## config.mk

```make
export PLATFORM = sky130hd
export DESIGN_NAME = tvg_div
export DESIGN_NICKNAME = d
export VERILOG_FILES = /design/src/rtl/tvg_pkg.sv /design/src/rtl/tvg_div.sv
export SDC_FILE = /design/constraint.sdc
export NUM_CORES = 1
export LEC_CHECK = 0
export BUFFER_PORTS_ARGS = -buffer_cell sky130_fd_sc_hd__buf_2
export CAP_MARGIN = 20
export CORE_ASPECT_RATIO = 1.75
export CORE_MARGIN = 2
export CORE_UTILIZATION = 34
export CTS_CLUSTER_DIAMETER = 150
export CTS_CLUSTER_SIZE = 12
export DETAILED_ROUTE_END_ITERATION = 10
export PLACE_DENSITY = 0.59
export SYNTH_ARGS = -nofsm -noshare
export SYNTH_HDL_FRONTEND = slang
export SYNTH_SLANG_ARGS = --single-unit
```

## constraint.sdc

```tcl
create_clock -name clk_i -period 12.99 [get_ports clk_i]
set_input_delay 1.9485 -clock clk_i [delete_from_list [all_inputs] [get_ports clk_i]]
set_output_delay 1.9485 -clock clk_i [all_outputs]
set_load 0.02 [all_outputs]
```

## src/rtl/tvg_pkg.sv

```systemverilog
// Torus vertex generator package: word types, register codes, pipeline depths.
// No dependencies; used by every file of the block but tvg_delay.
package tvg_pkg;

  localparam int STEP_W     = 10;
  localparam int SEG_W      = 10;
  localparam int RAD_W      = 16;
  localparam int CFG_IDX_W  = 3;
  localparam int CFG_DATA_W = 16;
  localparam int TEX_FRAC   = 16;
  localparam int IDX_W      = 20;
  localparam int MAX_SEGMENTS = 1024;
  localparam int ANGLE_BITS   = 16;
  localparam int DIV_BPS    = 4;
  localparam int SINE_LAT   = 7;
  localparam int GEOM_LAT   = 3;

  typedef enum logic [CFG_IDX_W-1:0] {
    CFG_MAJOR_RADIUS   = 3'd0,
    CFG_MINOR_RADIUS   = 3'd1,
    CFG_MAJOR_SEGMENTS = 3'd2,
    CFG_MINOR_SEGMENTS = 3'd3
  } cfg_reg_e;

  typedef struct packed {
    logic [STEP_W-1:0] major_step;
    logic [STEP_W-1:0] minor_step;
  } vtx_in_t;

  typedef struct packed {
    logic signed [23:0] pos_x;
    logic signed [23:0] pos_y;
    logic signed [23:0] pos_z;
    logic signed [15:0] norm_x;
    logic signed [15:0] norm_y;
    logic signed [15:0] norm_z;
    logic signed [15:0] tan_x;
    logic signed [15:0] tan_z;
    logic [16:0]        tex_u;
    logic [16:0]        tex_v;
    logic [IDX_W-1:0]   vertex_index;
  } vtx_out_t;

  function automatic int div_stages(int ab);
    int frac;
    frac = (ab > TEX_FRAC) ? ab : TEX_FRAC;
    return (STEP_W + frac + DIV_BPS - 1) / DIV_BPS;
  endfunction

  function automatic int latency(int ab);
    return 1 + div_stages(ab) + SINE_LAT + GEOM_LAT;
  endfunction

  function automatic logic [SEG_W-1:0] seg_count(logic [SEG_W-1:0] reg_v);
    logic [SEG_W-1:0] res;
    if (reg_v == '0) begin
      res = SEG_W'(1);
    end else if (32'(reg_v) > 32'(MAX_SEGMENTS - 1)) begin
      res = SEG_W'(MAX_SEGMENTS - 1);
    end else begin
      res = reg_v;
    end
    return res;
  endfunction

endpackage

```

## src/rtl/tvg_div.sv

```systemverilog
// Pipelined restoring divider, DIV_BPS quotient bits per stage.
// Depends on tvg_pkg.
module tvg_div #(
  parameter int STAGES = 7
) (
  input  logic                                      clk_i,
  input  logic [STAGES*tvg_pkg::DIV_BPS-1:0]        num_i,
  input  logic [tvg_pkg::SEG_W-1:0]                 den_i,
  output logic [STAGES*tvg_pkg::DIV_BPS-1:0]        quo_o
);

  localparam int BPS   = tvg_pkg::DIV_BPS;
  localparam int NUM_W = STAGES * BPS;
  localparam int DEN_W = tvg_pkg::SEG_W;

  logic [DEN_W-1:0] rem_q [STAGES];
  logic [NUM_W-1:0] quo_q [STAGES];
  logic [NUM_W-1:0] num_q [STAGES-1];

  for (genvar s = 0; s < STAGES; s++) begin : g_st
    logic [DEN_W-1:0] rem_in, rem_d;
    logic [NUM_W-1:0] num_in, num_d, quo_in, quo_d;

    if (s == 0) begin : g_first
      assign rem_in = '0;
      assign num_in = num_i;
      assign quo_in = '0;
    end else begin : g_next
      assign rem_in = rem_q[s-1];
      assign num_in = num_q[s-1];
      assign quo_in = quo_q[s-1];
    end

    always_comb begin
      logic [DEN_W:0] trial;
      rem_d = rem_in;
      num_d = num_in;
      quo_d = quo_in;
      trial = '0;
      for (int b = 0; b < BPS; b++) begin
        trial = {rem_d, num_d[NUM_W-1]};
        num_d = {num_d[NUM_W-2:0], 1'b0};
        if (trial >= {1'b0, den_i}) begin
          rem_d = DEN_W'(trial - {1'b0, den_i});
          quo_d = {quo_d[NUM_W-2:0], 1'b1};
        end else begin
          rem_d = trial[DEN_W-1:0];
          quo_d = {quo_d[NUM_W-2:0], 1'b0};
        end
      end
    end

    always_ff @(posedge clk_i) begin
      rem_q[s] <= rem_d;
      quo_q[s] <= quo_d;
    end

    if (s < STAGES - 1) begin : g_num
      always_ff @(posedge clk_i) begin
        num_q[s] <= num_d;
      end
    end
  end

  assign quo_o = quo_q[STAGES-1];

endmodule

```

==> qor.txt, run 1 <==
WORST SETUP PATH
--------------------------------------------------------------------------------------------------
Worst stage delay on the critical path                                                     0.85 ns
Start point of the critical path                                                          den_i[2]
Number of cells on the worst reg-to-reg path                                                    35
Reg-to-reg slack, setup                                                                    2.31 ns
Data arrival time at the worst-slack endpoint                                             12.52 ns
Last element of the critical path                                                     rem_q[1][4]$_DFF_P_
Element type at the critical path end                                                         flop
Data required time of the worst path                                                      13.45 ns
Slowest cell on the critical path                                                          o41ai_4
R2r startpoint                                                                        rem_q[0][0]$_DFF_P_
Reg-to-Reg End                                                                        rem_q[1][4]$_DFF_P_
Category of the critical setup timing path                                               in -> reg
Maximum net fanout on the critical path                                                         15
Sort of element at the start of the critical path                                        input pin

ROUTING
--------------------------------------------------------------------------------------------------
Total iterations of the first detailed-routing run                                               5
Number of DRC markers in iteration 0                                                           917
DR WL/cell                                                                                 19.0 um
Post-route antenna net violation count                                                           0
Via density per instance                                                                      5.55
Total via count in the routed design                                                         17200
Remaining routing DRC violations                                                                 0
Overall routed net length                                                                  58.9 mm

DIE
--------------------------------------------------------------------------------------------------
Starting Density                                                                             0.345
Placeable core region                                                                   57300 um^2
Die Span Y                                                                                  323 um
Width of the die                                                                            186 um
Number of placement rows                                                                       116
Number of top-level pins                                                                        67
Total Die Area                                                                          60200 um^2

TIMING
--------------------------------------------------------------------------------------------------
Setup repair after global routing missed its margin                                          false
Number of max-slew violations in the final report                                                0
Clock period minus final worst setup slack                                                12.06 ns
Relative max-transition margin                                                               0.291
Period Utilization, post-route                                                               0.929
Fmax                                                                                      82.9 MHz
Final setup TNS                                                                               0 ns
Setup Viol. Count Final                                                                          0
Transition time of the tightest slew-check pin                                             1.06 ns
Final hold viol count                                                                            0
Clock tree skew after final layout                                                       0.0215 ns

CLOCKING
--------------------------------------------------------------------------------------------------
Number of gates resized after cts                                                                0
Clock latency on the worst-skew pair                                                       0.58 ns
Clock net sink count                                                                           256
Total setup buffers inserted after CTS                                                           0
Clock transition time at the flip-flop clock pins of the worst setup and hold paths        0.08 ns
Root buffer cell                                                                         clkbuf_16
Clock tree from TritonCTS                                                                    built
Num CTS Buffers                                                                                 25
Post-CTS Hold Buffers                                                                            0
CTS max path bufs                                                                                3
Number of levels the H-tree was split into                                                       1

FINAL LAYOUT
--------------------------------------------------------------------------------------------------
Synth-to-Final Area Change                                                                   10.6%
Share of post-route cells with drive strength above 1                                        0.110
Fill cells                                                                                    5765
Number of antenna cells inserted                                                                 0
Final layout net count                                                                        2665

GRT
--------------------------------------------------------------------------------------------------
Maximum number of pins on one net before global-route repair                                    21
GRT overflow                                                                                     0
Global-route wire length before repair                                                     91.4 mm
Vias in the first global route                                                               17500
Overall global routing resource usage                                                        0.195
Antenna violations before repair                                                                 0

SYNTH
--------------------------------------------------------------------------------------------------
Share of synthesized flip-flops with an asynchronous set or reset                                0
Number of warnings issued by yosys                                                               0
Netlist area before placement                                                           19800 um^2
Area contributors post-synth                                                          dfxtp_1, ha_1, xnor2_1
Most repeated cell in the gate-level netlist after synthesis                                  ha_1
Cell type with the highest aggregate area in the netlist                                   dfxtp_1
Top FF cell, synth                                                                         dfxtp_1
Number of instances in the synthesized netlist                                                2230
Part of the Yosys area used for sequential elements                                          0.259
Most numerous cell types in the synthesized netlist                                   ha_1, dfxtp_1, nor2_1, a21oi_1, nand2_1
Post-synth top area share                                                                    0.259
Mean instance size in the synthesized netlist                                            8.86 um^2
Number of synthesized flops with an enable pin                                                   0
Number of nets produced by synthesis                                                          2567
Count of cell types in the netlist                                                              84
#FFs+latches synth                                                                             256

MIN PATH
--------------------------------------------------------------------------------------------------
Origin of the worst min-delay path                                                    num_q[0][16]$_DFF_P_
Path type of the worst min-delay path                                                   reg -> reg

PLACE
--------------------------------------------------------------------------------------------------
Port buffer count                                                                               66
Routability Congestion                                                                       0.936
HPWL after detailed placement                                                              46.3 mm

JOB
--------------------------------------------------------------------------------------------------
Reported max-cap violation count                                                                 0

STATUS
--------------------------------------------------------------------------------------------------
Outcome                                                                               complete, no violations

==> flip-flops by register name (all words and copies together) (netlist names) <==
register,cells
num_q,84
quo_q,112
rem_q,60
==> routing by layer <==
layer | vias up | GRT usage | share of wire
li1 | 8401 | - | -
met1 | 8130 | 0.193 | 0.37
met2 | 450 | 0.374 | 0.52
met3 | 194 | 0.0223 | 0.036
met4 | 0 | 0.127 | 0.070
met5 | - | 0 | 0
==> cell families (layout without fill, tap and decap cells) <==
family,count (synthesis),after routing,share of synthesized area
buffers and inverters,170,267,0.0330
AND/OR/NAND/NOR,590,590,0.148
AO/OA/AOI/OAI,625,625,0.219
flip-flops,256,256,0.259
XOR/XNOR,167,167,0.0740
multiplexers,124,124,0.0689
adder cells (fa/ha/maj),298,298,0.199
==> cell type report <==
| cell class | instances | area, um^2 | area share |
|---|---|---|---|
| Multi-Input combinational cell | 1804 | 14000 | 0.640 |
| Clock inverter | 1 | 8.76 | 0.000401 |
| Sequential cell | 256 | 5120 | 0.235 |
| Timing Repair Buffer | 107 | 638 | 0.0292 |
| Inverter | 134 | 505 | 0.0231 |
| Clock buffer | 25 | 626 | 0.0286 |
| Tap cell | 767 | 960 | 0.0439 |
==> critical path: cells and delay by family <==
family	cells	cell delay, ns
AOI/OAI and AO/OA	22	5.88
adders and majority gates	4	1.44
buffers and inverters	3	0.68
muxes	1	0.36
and+or+nand+nor	7	2.16
==> cells in the final DEF (no fill, tap or decap), drive strengths merged, types with 54 or more instances in the layout <==
cell type,instances
ha,272
dfxtp,256
nand4,54
buf,107
nand2,135
inv,134
nor2b,54
o21ai,128
nor2,159
mux2,86
xnor2,116
a21oi,136
a21o,79
==> worst min path at each step <==
stage,cells past startpoint,endpoint,slack (ns)
floorplan,0,num_q[1][10]$_DFF_P_,0.31
global placement,0,quo_q[6][26]$_DFF_P_,0.31
detailed placement,0,num_q[4][23]$_DFF_P_,0.31
CTS,0,quo_q[5][12]$_DFF_P_,0.31
global route,0,quo_q[5][5]$_DFF_P_,0.32
finish,0,num_q[1][20]$_DFF_P_,0.31
==> per-stage QoR <==
stage | setup WS, ns | instance area [um^2] | hold WS [ns] | cells | util
after floorplan | 1.65 | 19800 | 0.310 | 2230 | -
after global placement | 0.612 | 21200 | 0.310 | 3068 | 0.370
after global routing | 0.284 | 21800 | 0.321 | 3094 | 0.381
after detailed placement | 0.521 | 21200 | 0.312 | 3068 | 0.370
after CTS | 1.08 | 21800 | 0.313 | 3094 | 0.381
final | 0.928 | 21800 | 0.311 | 3094 | 0.381
Power of run 1 is left out: the tool's default activity adds up to more than one toggle a clock period on the data nets, which glitch-free logic cannot reach.
==> run 2, diff against run 1 <==
--- a/config.mk
+++ b/config.mk
@@ -9,11 +9,11 @@
 export CAP_MARGIN = 20
 export CORE_ASPECT_RATIO = 1.75
 export CORE_MARGIN = 2
-export CORE_UTILIZATION = 34
+export CORE_UTILIZATION = 40
 export CTS_CLUSTER_DIAMETER = 150
 export CTS_CLUSTER_SIZE = 12
 export DETAILED_ROUTE_END_ITERATION = 10
-export PLACE_DENSITY = 0.59
+export PLACE_DENSITY = 0.65
 export SYNTH_ARGS = -nofsm -noshare
 export SYNTH_HDL_FRONTEND = slang
 export SYNTH_SLANG_ARGS = --single-unit
==> run 2 against run 1 <==
Net effect: worst hold slack lost 0.0018 ns; clock skew up 0.0061 ns; cell area down 0.71%; largest cell class unchanged; setup slack lost 0.054 ns; wire length is 0.56% lower; sequential share of layout area is 0.17 points higher; critical path type unchanged; sequential cell count is the same.
==> qor.txt, run 2 (synthesis results as in run 1) <==
GRT
--------------------------------------------------------------------------------------------------
Antenna violations before repair                                                                 0   unchanged
Vias in the first global route                                                               17900   +2.6%
Maximum number of pins on one net before global-route repair                                    28   +33%
Overall global routing resource usage                                                        0.225   +0.0300
GRT overflow                                                                                     0   unchanged
Global-route wire length before repair                                                     91.0 mm   -0.40%

ROUTING
--------------------------------------------------------------------------------------------------
Total iterations of the first detailed-routing run                                               5   unchanged
Remaining routing DRC violations                                                                 0   unchanged
DR WL/cell                                                                                 19.7 um   +3.3%
Post-route antenna net violation count                                                           0   unchanged
Number of DRC markers in iteration 0                                                          1206   +32%
Total via count in the routed design                                                         17400   +1.1%
Via density per instance                                                                      5.83   +5.0%
Overall routed net length                                                                  58.6 mm   -0.56%

WORST SETUP PATH
--------------------------------------------------------------------------------------------------
Element type at the critical path end                                                         flop
Reg-to-reg slack, setup                                                                    2.74 ns   +0.43 ns
Maximum net fanout on the critical path                                                         19   +4
Number of buffer and inverter instances along the worst setup path                               7   +4
Sort of element at the start of the critical path                                        input pin
Category of the critical setup timing path                                               in -> reg
Data arrival time at the worst-slack endpoint                                             12.50 ns   -0.02 ns
Slowest cell on the critical path                                                         a222oi_1
Data required time of the worst path                                                      13.37 ns   -0.08 ns
Worst stage delay on the critical path                                                     0.62 ns   -0.23 ns
Top cell family by delay on the critical path                                         compound AO/OA/AOI/OAI gates

CLOCKING
--------------------------------------------------------------------------------------------------
Number of gates resized after cts                                                                0   unchanged
Root buffer cell                                                                         clkbuf_16
Clock net sink count                                                                           256   unchanged
Clock latency on the worst-skew pair                                                       0.57 ns   about the same
CTS max path bufs                                                                                3   unchanged
Post-CTS Hold Buffers                                                                            0   unchanged
Clock transition time at the flip-flop clock pins of the worst setup and hold paths        0.07 ns   about the same
Total setup buffers inserted after CTS                                                           0   unchanged
Number of levels the H-tree was split into                                                       1   unchanged
Clock tree from TritonCTS                                                                    built
Num CTS Buffers                                                                                 25   unchanged

DIE
--------------------------------------------------------------------------------------------------
Total Die Area                                                                          51300 um^2   -15%
Number of placement rows                                                                       107   -7.8%
Width of the die                                                                            172 um   -7.6%
Number of top-level pins                                                                        67   unchanged
Starting Density                                                                             0.406   +0.0608
Placeable core region                                                                   48700 um^2   -15%
Die Span Y                                                                                  298 um   -7.7%

TIMING
--------------------------------------------------------------------------------------------------
Relative max-transition margin                                                               0.392   +0.101
Setup repair after global routing missed its margin                                          false
Fmax                                                                                      82.5 MHz   -0.44%
Number of max-slew violations in the final report                                                0   unchanged
Transition time of the tightest slew-check pin                                            0.889 ns   -0.172 ns
Post-layout worst setup margin                                                            0.874 ns   -0.0538 ns
Final setup TNS                                                                               0 ns   unchanged
Clock period minus final worst setup slack                                                12.12 ns   +0.0538 ns
Final hold viol count                                                                            0   unchanged
Setup Viol. Count Final                                                                          0   unchanged
Clock tree skew after final layout                                                       0.0276 ns   +0.00607 ns
Period Utilization, post-route                                                               0.933   +0.00414

FINAL LAYOUT
--------------------------------------------------------------------------------------------------
Final layout net count                                                                        2662   -0.11%
Most common cell after layout, fill and taps aside                                            ha_1
Synth-to-Final Area Change                                                                   9.77%
Finished Layout Cells                                                                         2979   -3.7%
Share of post-route cells with drive strength above 1                                        0.109   -0.000766
Number of antenna cells inserted                                                                 0   unchanged
Max reg flops                                                                                  112   unchanged
Fill cells                                                                                    4831   -16%
Largest reg by FF count                                                                      quo_q
Largest registers                                                                     quo_q: 112 flops, num_q: 84 flops, rem_q: 60 flops
Final core occ                                                                               0.445   +0.0641
Most used cells in the layout excluding fill and tap cells                            ha_1, dfxtp_1, nor2_1, a21oi_1, nand2_1

PLACE
--------------------------------------------------------------------------------------------------
Port buffer count                                                                               66   unchanged
Placed insts                                                                                  2952   -3.8%
Routability Congestion                                                                       0.933   -0.29%
HPWL after detailed placement                                                              45.8 mm   -1.1%
Pre-CTS WS                                                                                0.414 ns   -0.107 ns

JOB
--------------------------------------------------------------------------------------------------
Reported max-cap violation count                                                                 0   unchanged

MIN PATH
--------------------------------------------------------------------------------------------------
Path type of the worst min-delay path                                                   reg -> reg

STATUS
--------------------------------------------------------------------------------------------------
Outcome                                                                               complete, no violations

==> run 2: final timing paths <==
kind,to,from,cells after the start
worst max-delay path,rem_q[5][1]$_DFF_P_,den_i[2],39
worst min-delay path,num_q[2][8]$_DFF_P_,num_q[1][4]$_DFF_P_,0
worst max register to register,rem_q[1][4]$_DFF_P_,rem_q[0][0]$_DFF_P_,36
worst min register to register,num_q[2][8]$_DFF_P_,num_q[1][4]$_DFF_P_,0
==> run 2: per-stage QoR <==
| step | hold slack, ns | cell area, um^2 |
|---|---|---|
| floorplan | 0.310 | 19800 |
| global placement | 0.310 | 21100 |
| detailed placement | 0.312 | 21100 |
| CTS | 0.312 | 21700 |
| global route | 0.317 | 21700 |
| finish | 0.309 | 21700 |
==> run 2: routing by layer <==
layer	GRT usage	up-vias	routed length (um)
met4	0.158	0	4390
met3	0.0231	219	2060
li1	-	8398	-
met1	0.220	8268	21100
met2	0.429	472	31000
met5	0	-	0
==> run 2: area by class of cell <==
cell class              count  area (um^2)  area share
clock buffers              25          626      0.0288
clock inverters             2         17.5    0.000807
inverters                 134          505      0.0233
multi-input cells        1804        14000       0.645
flip-flops and latches    256         5120       0.236
well taps                 654          818      0.0377
repair buffers            104          616      0.0284
Power of run 2 is left out for the same reason.
